## src/hdl/vsa_pkg.sv

```systemverilog
// Package for the voice slot allocator: command codes, slot entry layout,
// latched command word and scan-unit result struct.
// No dependencies.
package vsa_pkg;

  localparam logic [2:0] CMD_CLAIM         = 3'd0;
  localparam logic [2:0] CMD_STEAL         = 3'd1;
  localparam logic [2:0] CMD_LOOKUP_HANDLE = 3'd2;
  localparam logic [2:0] CMD_LOOKUP_GAME   = 3'd3;
  localparam logic [2:0] CMD_RELEASE_ALL   = 3'd4;
  localparam logic [2:0] CMD_RELEASE_GROUP = 3'd5;
  localparam logic [2:0] CMD_SET_SLOT      = 3'd6;
  localparam logic [2:0] CMD_RELEASE_SLOT  = 3'd7;

  localparam logic [5:0] LIMIT_RESET     = 6'd32;
  localparam int         CFG_ADDR_W      = 3;
  localparam logic       REG_VOICE_LIMIT = 1'b0;

  typedef struct packed {
    logic        playing;
    logic [15:0] generation;
    logic [15:0] volume;
    logic        looping;
    logic [2:0]  group;
    logic        owner_valid;
    logic [31:0] owner;
  } slot_entry_t;

  localparam int ENTRY_W = $bits(slot_entry_t);

  typedef struct packed {
    logic [2:0]  command;
    logic [4:0]  slot;
    logic        handle_valid;
    logic [15:0] handle_index;
    logic [15:0] handle_generation;
    logic        game_handle_valid;
    logic [31:0] game_handle;
    logic [15:0] volume;
    logic        looping;
    logic [2:0]  group;
  } cmd_t;

  typedef struct packed {
    logic take;  // entry becomes the current candidate
    logic wr;    // entry is written back
    logic rel;   // a playing slot goes idle
  } scan_res_t;

endpackage

```

## src/hdl/vsa_ram.sv

```systemverilog
// Generic single-write, single-read RAM with registered read data.
// No dependencies.
module vsa_ram #(
  parameter int WIDTH = 8,
  parameter int DEPTH = 32
) (
  input  logic                                     clk_i,
  input  logic                                     we_i,
  input  logic [((DEPTH > 1) ? $clog2(DEPTH) : 1)-1:0] waddr_i,
  input  logic [WIDTH-1:0]                         wdata_i,
  input  logic                                     re_i,
  input  logic [((DEPTH > 1) ? $clog2(DEPTH) : 1)-1:0] raddr_i,
  output logic [WIDTH-1:0]                         rdata_o
);

  logic [WIDTH-1:0] mem_q [DEPTH];
  logic [WIDTH-1:0] rdata_q;

  always_ff @(posedge clk_i) begin
    if (we_i) begin
      mem_q[waddr_i] <= wdata_i;
    end
    if (re_i) begin
      rdata_q <= mem_q[raddr_i];
    end
  end

  assign rdata_o = rdata_q;

endmodule

```

## src/hdl/vsa_scan_unit.sv

```systemverilog
// Per-entry evaluator shared by every scan step: decides candidate take,
// write-back and release for one slot entry. Depends on vsa_pkg.
module vsa_scan_unit (
  input  vsa_pkg::cmd_t        cmd_i,
  input  logic [5:0]           limit_i,
  input  logic [15:0]          idx_i,
  input  vsa_pkg::slot_entry_t entry_i,
  input  logic                 have_i,
  input  logic [15:0]          best_vol_i,
  output vsa_pkg::scan_res_t   res_o,
  output vsa_pkg::slot_entry_t wdata_o
);
  import vsa_pkg::*;

  logic below;
  logic at_slot;
  slot_entry_t cleared;
  slot_entry_t written;

  assign below   = idx_i < {10'b0, limit_i};
  assign at_slot = idx_i == {11'b0, cmd_i.slot};

  // release keeps the generation only
  assign cleared = '{playing: 1'b0, generation: entry_i.generation, volume: 16'd0,
                     looping: 1'b0, group: 3'd0, owner_valid: 1'b0, owner: 32'd0};
  assign written = '{playing: entry_i.playing, generation: entry_i.generation,
                     volume: cmd_i.volume, looping: cmd_i.looping, group: cmd_i.group,
                     owner_valid: cmd_i.game_handle_valid, owner: cmd_i.game_handle};

  always_comb begin
    res_o   = '0;
    wdata_o = cleared;
    case (cmd_i.command)
      CMD_CLAIM: begin
        res_o.take = !entry_i.playing && below && !have_i;
      end
      CMD_STEAL: begin
        res_o.take = entry_i.playing && !entry_i.looping && below &&
                     (!have_i || (entry_i.volume < best_vol_i));
      end
      CMD_LOOKUP_HANDLE: begin
        res_o.take = cmd_i.handle_valid && (idx_i == cmd_i.handle_index) &&
                     (entry_i.generation == cmd_i.handle_generation);
      end
      CMD_LOOKUP_GAME: begin
        res_o.take = cmd_i.game_handle_valid && entry_i.playing && entry_i.owner_valid &&
                     (entry_i.owner == cmd_i.game_handle) && !have_i;
      end
      CMD_RELEASE_ALL: begin
        res_o.wr  = entry_i.playing;
        res_o.rel = entry_i.playing;
      end
      CMD_RELEASE_GROUP: begin
        res_o.wr  = entry_i.playing && (entry_i.group == cmd_i.group);
        res_o.rel = res_o.wr;
      end
      CMD_SET_SLOT: begin
        res_o.wr = at_slot;
        wdata_o  = written;
      end
      CMD_RELEASE_SLOT: begin
        res_o.wr  = at_slot && entry_i.playing;
        res_o.rel = res_o.wr;
      end
      default: begin
        res_o = '0;
      end
    endcase
  end

endmodule

```

## src/hdl/voice_slot_allocator_with_stealing.sv

```systemverilog
// Voice slot allocator with quietest-voice stealing.
// Input channel: in_valid_i / in_stall_o carry one command word with its
// fields; output channel: out_valid_o / out_stall_i carry one result word
// (ok, slot, generation, active count) per command.
// Every command sweeps all MAX_SLOTS entries of the slot RAM, one entry per
// cycle through the shared scan unit, then passes through a drain state and an
// arm state that re-arms the chosen slot (claim or steal) and loads the result.
// The single RAM read port is why the entries are scanned one at a time.
// in_stall_o is high from accept until the result is loaded into the output
// register; the next command may be taken while that result waits.
// A new command is taken only after the previous result has been loaded.
// If the receiver stalls, the result holds, and a following command waits in
// the arm state until the output register frees.
// Reset idles all slots and zeroes generations and attributes at once through
// per-slot written bits; no clearing pass. voice_limit resets to 32.
// APB port: voice_limit at address 0, pready always high.
// Depends on vsa_pkg, vsa_ram, vsa_scan_unit.
module voice_slot_allocator_with_stealing #(
  parameter int MAX_SLOTS = 32
) (
  input  logic                           clk_i,
  input  logic                           rst_ni,
  input  logic                           psel,
  input  logic                           penable,
  input  logic                           pwrite,
  input  logic [vsa_pkg::CFG_ADDR_W-1:0] paddr,
  input  logic [31:0]                    pwdata,
  output logic [31:0]                    prdata,
  output logic                           pready,
  input  logic                           in_valid_i,
  output logic                           in_stall_o,
  input  logic [2:0]                     command_i,
  input  logic [4:0]                     slot_i,
  input  logic                           handle_valid_i,
  input  logic [15:0]                    handle_index_i,
  input  logic [15:0]                    handle_generation_i,
  input  logic                           game_handle_valid_i,
  input  logic [31:0]                    game_handle_i,
  input  logic [15:0]                    volume_i,
  input  logic                           looping_i,
  input  logic [2:0]                     group_i,
  output logic                           out_valid_o,
  input  logic                           out_stall_i,
  output logic                           ok_o,
  output logic [4:0]                     result_slot_o,
  output logic [15:0]                    result_generation_o,
  output logic [5:0]                     active_count_o
);
  import vsa_pkg::*;

  localparam int IDX_W = (MAX_SLOTS > 1) ? $clog2(MAX_SLOTS) : 1;
  localparam int CNT_W = $clog2(MAX_SLOTS + 1);
  localparam logic [IDX_W-1:0] LAST_IDX = IDX_W'(MAX_SLOTS - 1);

  localparam logic [1:0] S_IDLE  = 2'd0;
  localparam logic [1:0] S_SCAN  = 2'd1;
  localparam logic [1:0] S_DRAIN = 2'd2;
  localparam logic [1:0] S_ARM   = 2'd3;

  logic [1:0]           state_q, state_d;
  cmd_t                 cmd_q;
  logic [IDX_W-1:0]     scan_idx_q;
  logic                 eval_v_q;
  logic [IDX_W-1:0]     eval_idx_q;
  logic                 rd_written_q;
  logic [MAX_SLOTS-1:0] written_q;
  logic                 have_q;
  logic [IDX_W-1:0]     best_idx_q;
  logic [15:0]          best_gen_q;
  logic [15:0]          best_vol_q;
  logic [CNT_W-1:0]     cnt_q, cnt_d;
  logic [5:0]           limit_q;
  logic                 out_valid_q;
  logic                 ok_q;
  logic [4:0]           slot_q;
  logic [15:0]          gen_q;
  logic [5:0]           count_q;

  logic                 in_accept;
  logic                 cfg_write;
  logic                 out_free;
  logic                 finish;
  logic                 arm_go;
  logic                 claim_inc;
  logic [15:0]          gen_inc;
  logic [ENTRY_W-1:0]   ram_rdata;
  slot_entry_t          entry;
  slot_entry_t          scan_wdata;
  slot_entry_t          arm_entry;
  scan_res_t            res;
  logic                 ram_we;
  logic [IDX_W-1:0]     ram_waddr;
  slot_entry_t          ram_wdata;
  logic [15:0]          eval_idx_ext;
  logic [15:0]          best_idx_ext;
  logic [IDX_W+4:0]     idx_wide;
  logic [CNT_W+5:0]     cnt_wide;

  assign in_accept = in_valid_i && !in_stall_o;
  assign in_stall_o = state_q != S_IDLE;
  assign cfg_write = psel && penable && pwrite && pready;
  assign pready = 1'b1;
  assign prdata = (paddr[2] == REG_VOICE_LIMIT) ? {26'b0, limit_q} : 32'd0;

  assign out_free  = !out_valid_q || !out_stall_i;
  assign finish    = (state_q == S_ARM) && out_free;
  assign arm_go    = finish && have_q &&
                     ((cmd_q.command == CMD_CLAIM) || (cmd_q.command == CMD_STEAL));
  assign claim_inc = finish && have_q && (cmd_q.command == CMD_CLAIM);
  assign gen_inc   = best_gen_q + 16'd1;

  assign eval_idx_ext = {{(16 - IDX_W){1'b0}}, eval_idx_q};
  assign best_idx_ext = {{(16 - IDX_W){1'b0}}, best_idx_q};
  assign idx_wide     = {5'b0, best_idx_q};
  assign cnt_wide     = {6'b0, cnt_d};

  // unwritten entries read as the reset value
  assign entry = rd_written_q ? slot_entry_t'(ram_rdata) : '0;

  assign arm_entry = '{playing: 1'b1, generation: gen_inc, volume: 16'd0, looping: 1'b0,
                       group: 3'd0, owner_valid: 1'b0, owner: 32'd0};

  vsa_scan_unit u_scan (
    .cmd_i      (cmd_q),
    .limit_i    (limit_q),
    .idx_i      (eval_idx_ext),
    .entry_i    (entry),
    .have_i     (have_q),
    .best_vol_i (best_vol_q),
    .res_o      (res),
    .wdata_o    (scan_wdata)
  );

  assign ram_we    = (eval_v_q && res.wr) || arm_go;
  assign ram_waddr = arm_go ? best_idx_q : eval_idx_q;
  assign ram_wdata = arm_go ? arm_entry : scan_wdata;

  vsa_ram #(
    .WIDTH (ENTRY_W),
    .DEPTH (MAX_SLOTS)
  ) u_ram (
    .clk_i   (clk_i),
    .we_i    (ram_we),
    .waddr_i (ram_waddr),
    .wdata_i (ram_wdata),
    .re_i    (state_q == S_SCAN),
    .raddr_i (scan_idx_q),
    .rdata_o (ram_rdata)
  );

  always_comb begin
    cnt_d = cnt_q;
    if (eval_v_q && res.rel) begin
      cnt_d = cnt_q - CNT_W'(1);
    end else if (claim_inc) begin
      cnt_d = cnt_q + CNT_W'(1);
    end
  end

  always_comb begin
    state_d = state_q;
    case (state_q)
      S_IDLE: begin
        if (in_accept) state_d = S_SCAN;
      end
      S_SCAN: begin
        if (scan_idx_q == LAST_IDX) state_d = S_DRAIN;
      end
      S_DRAIN: begin
        state_d = S_ARM;
      end
      S_ARM: begin
        if (out_free) state_d = S_IDLE;
      end
      default: begin
        state_d = S_IDLE;
      end
    endcase
  end

  always_ff @(posedge clk_i or negedge rst_ni) begin
    if (!rst_ni) begin
      state_q      <= S_IDLE;
      scan_idx_q   <= '0;
      eval_v_q     <= 1'b0;
      rd_written_q <= 1'b0;
      written_q    <= '0;
      have_q       <= 1'b0;
      cnt_q        <= '0;
      limit_q      <= LIMIT_RESET;
      out_valid_q  <= 1'b0;
    end else begin
      state_q  <= state_d;
      eval_v_q <= state_q == S_SCAN;
      cnt_q    <= cnt_d;
      if (cfg_write && (paddr[2] == REG_VOICE_LIMIT)) begin
        limit_q <= pwdata[5:0];
      end
      if (in_accept) begin
        scan_idx_q <= '0;
        have_q     <= 1'b0;
      end else if (state_q == S_SCAN) begin
        scan_idx_q <= scan_idx_q + IDX_W'(1);
      end
      if (state_q == S_SCAN) begin
        rd_written_q <= written_q[scan_idx_q];
      end
      if (eval_v_q && res.take) begin
        have_q <= 1'b1;
      end
      if (ram_we) begin
        written_q[ram_waddr] <= 1'b1;
      end
      if (finish) begin
        out_valid_q <= 1'b1;
      end else if (!out_stall_i) begin
        out_valid_q <= 1'b0;
      end
    end
  end

  always_ff @(posedge clk_i) begin
    if (in_accept) begin
      cmd_q <= '{command: command_i, slot: slot_i, handle_valid: handle_valid_i,
                 handle_index: handle_index_i, handle_generation: handle_generation_i,
                 game_handle_valid: game_handle_valid_i, game_handle: game_handle_i,
                 volume: volume_i, looping: looping_i, group: group_i};
    end
    if (state_q == S_SCAN) begin
      eval_idx_q <= scan_idx_q;
    end
    if (eval_v_q && res.take) begin
      best_idx_q <= eval_idx_q;
      best_gen_q <= entry.generation;
      best_vol_q <= entry.volume;
    end
    if (finish) begin
      ok_q    <= have_q;
      slot_q  <= have_q ? idx_wide[4:0] : 5'd0;
      gen_q   <= !have_q ? 16'd0 : (arm_go ? gen_inc : best_gen_q);
      count_q <= cnt_wide[5:0];
    end
  end

  assign out_valid_o         = out_valid_q;
  assign ok_o                = ok_q;
  assign result_slot_o       = slot_q;
  assign result_generation_o = gen_q;
  assign active_count_o      = count_q;

`ifndef SYNTHESIS
  a_count_range: assert property (@(posedge clk_i) disable iff (!rst_ni)
    cnt_q <= CNT_W'(MAX_SLOTS))
    else $error("active count above slot count");

  a_arm_below_limit: assert property (@(posedge clk_i) disable iff (!rst_ni)
    arm_go |-> (best_idx_ext < {10'b0, limit_q}))
    else $error("armed slot outside voice limit");

  a_accept_scan: assert property (@(posedge clk_i) disable iff (!rst_ni)
    in_accept |=> (state_q == S_SCAN))
    else $error("accepted word did not start a scan");

  a_drain_arm: assert property (@(posedge clk_i) disable iff (!rst_ni)
    (state_q == S_DRAIN) |=> (state_q == S_ARM))
    else $error("drain not followed by arm");
`endif

endmodule
```

## config.mk

```make
export PLATFORM = sky130hd
export DESIGN_NAME = voice_slot_allocator_with_stealing
export DESIGN_NICKNAME = d
export VERILOG_FILES = /design/src/hdl/vsa_pkg.sv /design/src/hdl/vsa_ram.sv /design/src/hdl/vsa_scan_unit.sv /design/src/hdl/voice_slot_allocator_with_stealing.sv
export SDC_FILE = /design/constraint.sdc
export NUM_CORES = 2
export LEC_CHECK = 0
export BUFFER_PORTS_ARGS = -buffer_cell sky130_fd_sc_hd__buf_4
export CAP_MARGIN = 20
export CORE_MARGIN = 4
export CORE_UTILIZATION = 27
export DETAILED_ROUTE_END_ITERATION = 6
export PLACE_DENSITY = 0.48
export SLEW_MARGIN = 20
export SYNTH_ARGS = -nofsm -noshare
export SYNTH_HDL_FRONTEND = slang
export SYNTH_SLANG_ARGS = --single-unit
```

## constraint.sdc

```tcl
create_clock -name clk_i -period 9.5 [get_ports clk_i]
set_clock_uncertainty 0.05 [all_clocks]
set_input_delay 0.95 -clock clk_i [delete_from_list [all_inputs] [get_ports clk_i]]
set_output_delay 0.95 -clock clk_i [all_outputs]
set_load 0.01 [all_outputs]
```

Yosys cells after proc, flatten, opt, wreduce, memory -nomap -nowiden
Memories as Yosys holds them, arrays and structs flattened. A register that Yosys moved wholly into a read port is not among the register bits.
Cells that the tools add are included.
{ "word_totals": {"reg_bits": 219, "ramBits": 2240, "in_bits": 136, "output_inout_bits": 63, "elab_cells": 127, "memories": 1} }
{ "op_classes": {"add_sub_neg": 4, "order_cmp": 5, "n_eq_ne": 20, "mux": 27, "n_bitwise": 2, "n_reduce_logical": 41} }
{ "memory_table": {"columns": ["name", "depth", "word_bits", "rd", "rd_clocked_by_memory_dff", "wr", "line_no", "text"], "rows": [
  ["u_ram.mem_q", 32, 70, 1, 1, 1, "vsa_ram.sv:16", "logic [WIDTH-1:0] mem_q [DEPTH];"]
]} }
{ "ops": {"columns": ["op", "n"], "rows": [
  ["two-way mux 70 bit", 3],
  ["== test 32 bit", 1],
  ["bitwise OR 32 bit", 1],
  ["logical AND 1 bit", 25],
  ["two-way mux 6 bit", 3],
  ["adder 16 x 1 -> 16 bit (second input constant)", 1],
  ["== test 16 bit", 1],
  ["== test 5 x 16 -> 1 bit", 1],
  ["less-than comparator 16 bit", 1],
  ["two-way mux 16 bit", 1],
  ["two-way mux 5 bit", 3],
  ["== test 3 bit (second input constant)", 4],
  ["less-than comparator 5 x 6 -> 1 bit (second input constant)", 2],
  ["two-way mux 1 bit", 8],
  ["one-hot mux 1 bit (4 select lines)", 2],
  ["one-hot mux 2 bit (4 select lines)", 1],
  ["adder 6 x 1 -> 6 bit (second input constant)", 1],
  ["== test 3 x 2 -> 1 bit (second input constant)", 2],
  ["logical NOT 1 bit", 6],
  ["less-than comparator 5 x 6 -> 1 bit", 1],
  ["two-way mux 2 bit", 3],
  ["inequality test 2 bit (second input constant)", 3],
  ["nonzero test 2 bit", 3],
  ["subtractor 6 x 1 -> 6 bit (second input constant)", 1],
  ["17 further kinds", 21]
]} }

Depth between registers and ports, before layout
{ "depth": {"word_depth": 11, "depth_mapped": 13, "ltp_nobuf": 9} }

Cells and area by module
From an unflattened synthesis, not the netlist that was laid out.
{ "unflattened": {"hier_cells": 4379, "hier_area_um2": 98560.8} }
{ "modules_own_cells": {"columns": ["module", "instances", "cells_per_inst", "area_each_um2", "seq_area_each_um2"], "rows": [
  ["vsa_ram", 1, 3388, 87089.8, 69366.5],
  ["voice_slot_allocator_with_stealing", 1, 721, 9560.4, 6302.3],
  ["vsa_scan_unit", 1, 270, 1910.6, 0.0]
]} }

Least setup slack after synthesis
No wires, ideal clock.
{ "synth_timing": {"path_kind": "input -> register", "start": "input out_stall_i", "end": "memory u_ram.mem_q[24][0] (netlist name), enable pin", "setup_time_ns": 0.499, "arrival_time_ns": 5.586, "t_required_ns": 8.951, "setup_slack_ns": 3.365, "cell_stages": 7, "path_buffers": 2, "cell_sequence": "nand2_1 and2_1 and3_1 clkbuf_1 a31oi_1 clkbuf_1 nor2_1"} }
{ "synth_via": {"elab_chain_cells": 8, "elab_cells_between_ends": 9, "classes_between": "mux (3); reduce/logical (6)"} }
{ "synth_lines": {"columns": ["item", "line_no", "text"], "rows": [
  ["start: declaration", "voice_slot_allocator_with_stealing.sv:43", "input logic out_stall_i,"],
  ["logical NOT 1 bit *", null, null],
  ["logical OR 1 bit *", "voice_slot_allocator_with_stealing.sv:105", "assign out_free = !out_valid_q || !out_stall_i;"],
  ["logical AND 1 bit *", "voice_slot_allocator_with_stealing.sv:106", "assign finish = (state_q == S_ARM) && out_free;"],
  ["net finish", "voice_slot_allocator_with_stealing.sv:82", "logic finish;"],
  ["logical AND 1 bit * (2 in a row)", "voice_slot_allocator_with_stealing.sv:107", "assign arm_go = finish && have_q &&"],
  ["logical OR 1 bit", "voice_slot_allocator_with_stealing.sv:134", "assign ram_we = (eval_v_q && res.wr) || arm_go;"],
  ["two-way mux 1 bit", "vsa_ram.sv:20", "if (we_i) begin"],
  ["two-way mux 1 bit (not written as such)", "vsa_ram.sv:21", "mem_q[waddr_i] <= wdata_i;"],
  ["end: declaration", "vsa_ram.sv:16", null]
]} }
Mark *: on every way through the listed nets, which the timed path passes. The rest lies on a longest branch.

Final worst setup path
{ "layout_timing": {"start": "register rd_written_q", "end": "memory u_ram.mem_q[23][26] (netlist name), enable pin"} }
{ "layout_via": {"elab_chain_cells": 8, "elab_cells_between_ends": 9, "classes_between": "eq/ne (1); mux (4); reduce/logical (4)"} }
{ "layout_lines": {"columns": ["item", "line_no", "text"], "rows": [
  ["start: declaration", "voice_slot_allocator_with_stealing.sv:65", "logic rd_written_q;"],
  ["start signal: assignment", "voice_slot_allocator_with_stealing.sv:206", "rd_written_q <= written_q[scan_idx_q];"],
  ["two-way mux 70 bit *", "voice_slot_allocator_with_stealing.sv:118", "assign entry = rd_written_q ? slot_entry_t'(ram_rdata) : '0;"],
  ["== test 3 bit", "vsa_scan_unit.sv:54", "res_o.wr = entry_i.playing && (entry_i.group == cmd_i.group);"],
  ["logical AND 1 bit", "vsa_scan_unit.sv:54", null],
  ["one-hot mux 1 bit (4 select lines) *", "vsa_scan_unit.sv:33", "case (cmd_i.command)"],
  ["logical AND 1 bit *", "voice_slot_allocator_with_stealing.sv:134", null],
  ["logical OR 1 bit *", "voice_slot_allocator_with_stealing.sv:134", null],
  ["two-way mux 1 bit *", "vsa_ram.sv:20", null],
  ["two-way mux 1 bit (not written as such) *", "vsa_ram.sv:21", null]
]} }
Mark *: on every way between the ends. The rest lies on a longest branch, timed or not.

==> out/results.tsv <==
stage	metric	value	unit
floorplan	rows	220	
synth	synth-async-reset-ratio	0.0217	
routing	antenna_left	0	
place	dp.cells	9026	
timing	hold_viol_final	0	
critical_path	critPathRequiredTime	9.89	ns
run	cap_violations	0	
cells_and_area	layout.area.seq	75700	um2
cells_and_area	multi_input_area	21200	um2
cts	cts_resized	0	
synth	avgSynthCellArea	23.2	um2
cts	clk_latency	0.85	ns
synth	syn_inst	4207	
synth	ys_top_cells_by_count	edfxtp_1 (2474), mux4_2 (710), clkbuf_1 (125)	
timing	rsz0062_at_grt	false	
cts	cts-root-buf	clkbuf_16	
synth	ys_seq_area_frac	0.775	
routing	drc	0	
critical_path	path_max_fanout	53	
critical_path	arrival	6.35	ns
cts	cts_htree_levels	5	
critical_path	cp_top_family	simple AND/OR/NAND/NOR gates	
cells_and_area	syn_to_final_growth	16.7	%
timing	max_freq	168	MHz
critical_path	start_kind	flop	
floorplan	core_area	360000	um2
cells_and_area	instances_no_fill	9516	
power_and_ir_drop	p_leak	0.0353	uW
floorplan	die_area	371000	um2
timing	slew_headroom	0.240	
power_and_ir_drop	ir_drop	0.000257	V
cells_and_area	fill_cells	34002	
timing	setup_viol	0	
routing	firstDrtPassIters	5	
cells_and_area	nets	4702	
global_routing	grt_max_degree	130	
critical_path	slowest_delay	0.96	ns
place	gp_congestion	0.722	
critical_path	cp_num_buf_inv	2	
cts	cts-hold-fix-buffers	0	
cts	cts_made_buffers	281	
power_and_ir_drop	power_density	270	nW/um2
global_routing	grt_remaining_overflow	0	
timing	slew_violations	0	
routing	dr_total_vias	45213	
synth	synth_area_leaders	edfxtp_1 (76%), mux4_2 (16%), dfrtp_1 (1.4%), mux2_2 (0.89%), clkbuf_1 (0.48%)	
critical_path	timing.critical_path.cells	nand2_1, nor4b_1, nand4_1, o221a_2, o31ai_2, nand2_1, nor2_4, buf_4, buf_4	
synth	synth_area	97600	um2
global_routing	first_global_vias	47187	
timing	final.setup.tns	0	ns
cts	clock-sinks	2529	
synth	synth_seq_cells	2529	
critical_path	slowest_stage	dfrtp_4	
cts	cts_setup_buffers	0	
place	dpl.hpwl	133000	um
critical_path	crit_path_end_kind	flop	
floorplan	fp.dieH	609	um
critical_path	crit_type	reg -> reg	
cells_and_area	drive_gt1_frac	0.315	
synth	synth_edf_count	2474	
floorplan	pin_count	199	
timing	worst-slew-pin-transition	1.14	ns
global_routing	grt_pass1_wl	371000	um
floorplan	die_w	609	um
synth	yosysTopAreaCell	edfxtp_1	
synth	yosysUniqueCellTypes	59	
synth	synth.most_common_cell	edfxtp_1	
global_routing	grt.total_usage	0.139	
cts	cts_tree	done	
routing	routed_wl	263000	um
routing	wl_per_cell	27.6	um
floorplan	initial_core_util	0.271	
timing	period_needed	5.96	ns
synth	synth_ff_type	edfxtp_1	
timing	final.period_utilization	0.627	
routing	drt-initial-drc-count	4261	
synth	yosys_warnings	0	
routing	post_drt_via_cell_ratio	4.75	
place	port_buffers	143	
hold_path	hold_class	in -> async	
synth	yosysTopAreaCellShare	0.761	
cts	clockBufferDepth	4	
run_status	status	finished clean	
cts	path_clk_slew	0.06	ns
global_routing	antenna_found_initial	10	
==> final timing paths <==
check                         startpoint             endpoint  slack, ns  depth (start not counted)
max                         rd_written_q  u_ram.mem_q[23][26]       3.54                          9
min                               rst_ni           limit_q[2]       0.12                          1
max reg2reg                 rd_written_q  u_ram.mem_q[23][26]       3.54                          9
min reg2reg                written_q[30]        written_q[30]       0.42                          1
max in group asynchronous         rst_ni        scan_idx_q[0]       8.58                          1
min in group clk_i          command_i[1]            cmd_q[92]       0.23                          1
==> cell families (layout without fill, tap and decap cells) <==
family | count (synthesis) | after routing | synth area share
AND/OR/NAND/NOR | 358 | 358 | 0.0195
flip-flops | 2529 | 2529 | 0.775
AO/OA/AOI/OAI | 156 | 156 | 0.0103
other | 2 | 28 | 0.0000769
multiplexers | 790 | 790 | 0.173
adder cells (fa/ha/maj) | 29 | 29 | 0.00372
XOR/XNOR | 64 | 64 | 0.00574
buffers and inverters | 279 | 789 | 0.0128
==> cell type report <==
class / count / share of cell area
flip-flops and latches: 2529 / 0.664
multi-input cells: 1424 / 0.186
clock buffers: 357 / 0.0660
well taps: 4773 / 0.0524
repair buffers: 255 / 0.0194
clock inverters: 131 / 0.0102
inverters: 46 / 0.00151
diodes: 1 / 0.0000220
==> layer usage <==
| layer | wire (um) | up-vias | share of wire | track usage |
|---|---|---|---|---|
| met5 | 13 | - | 0.000049 | 0 |
| met4 | 4480 | 2 | 0.017 | 0.0283 |
| met3 | 14300 | 322 | 0.054 | 0.0217 |
| met2 | 129000 | 1347 | 0.49 | 0.231 |
| met1 | 115000 | 25079 | 0.44 | 0.192 |
| li1 | - | 18463 | - | - |
==> power breakdown <==
group / internal [uW] / switching (uW)
clock: 6130 / 4320
sequential: 13200 / 517
combinational: 3160 / 3450
==> per-stage QoR <==
stage           util  power, uW  hold WS (ns)  setup slack [ns]  instance area, um2
2_1_floorplan      -      18400         0.370              3.37               97700
3_3_place_gp   0.292      20600         0.403              3.37              105000
3_5_place_dp   0.292      20700         0.408              3.51              105000
4_1_cts        0.317      31200        0.0899              3.50              114000
5_1_grt        0.317      32000         0.129              3.39              114000
6_report       0.317      30700         0.120              3.54              114000
==> sequential cells by signal, indices dropped and copies added, names as in the netlist, 6 cells and up <==
register / flops
best_vol_q: 16
cnt_q: 6
result_generation_o: 16
u_ram.mem_q: 2240
best_gen_q: 16
cmd_q: 94
limit_q: 6
active_count_o: 6
u_ram.rdata_o: 70
written_q: 32
==> placed cells by master (no fill, tap or decap), types with 8 or more instances in the layout <==
| cell | count |
|---|---|
| edfxtp_1 | 2474 |
| mux4_2 | 710 |
| clkbuf_16 | 290 |
| buf_4 | 229 |
| mux2_2 | 77 |
| clkbuf_1 | 66 |
| clkinv_1 | 60 |
| nand2_1 | 55 |
| nor2_1 | 50 |
| dfrtp_1 | 48 |
| inv_1 | 46 |
| and2_1 | 46 |
| and3_1 | 35 |
| xor2_1 | 35 |
| clkinv_2 | 34 |
| nor2_4 | 32 |
| o21bai_1 | 32 |
| xnor2_1 | 29 |
| ha_1 | 28 |
| o21ai_0 | 27 |
| conb_1 | 27 |
| and3_2 | 26 |
| a21oi_1 | 25 |
| nand3_1 | 24 |
| buf_12 | 21 |
| nor2b_1 | 20 |
| bufinv_16 | 20 |
| o22ai_1 | 13 |
| nor3_1 | 12 |
| nand4b_1 | 11 |
| o21ai_1 | 9 |
| nor4_1 | 9 |
| nand4_1 | 8 |
| inv_6 | 8 |
No activity file was read; power rests on OpenSTA's default activity.
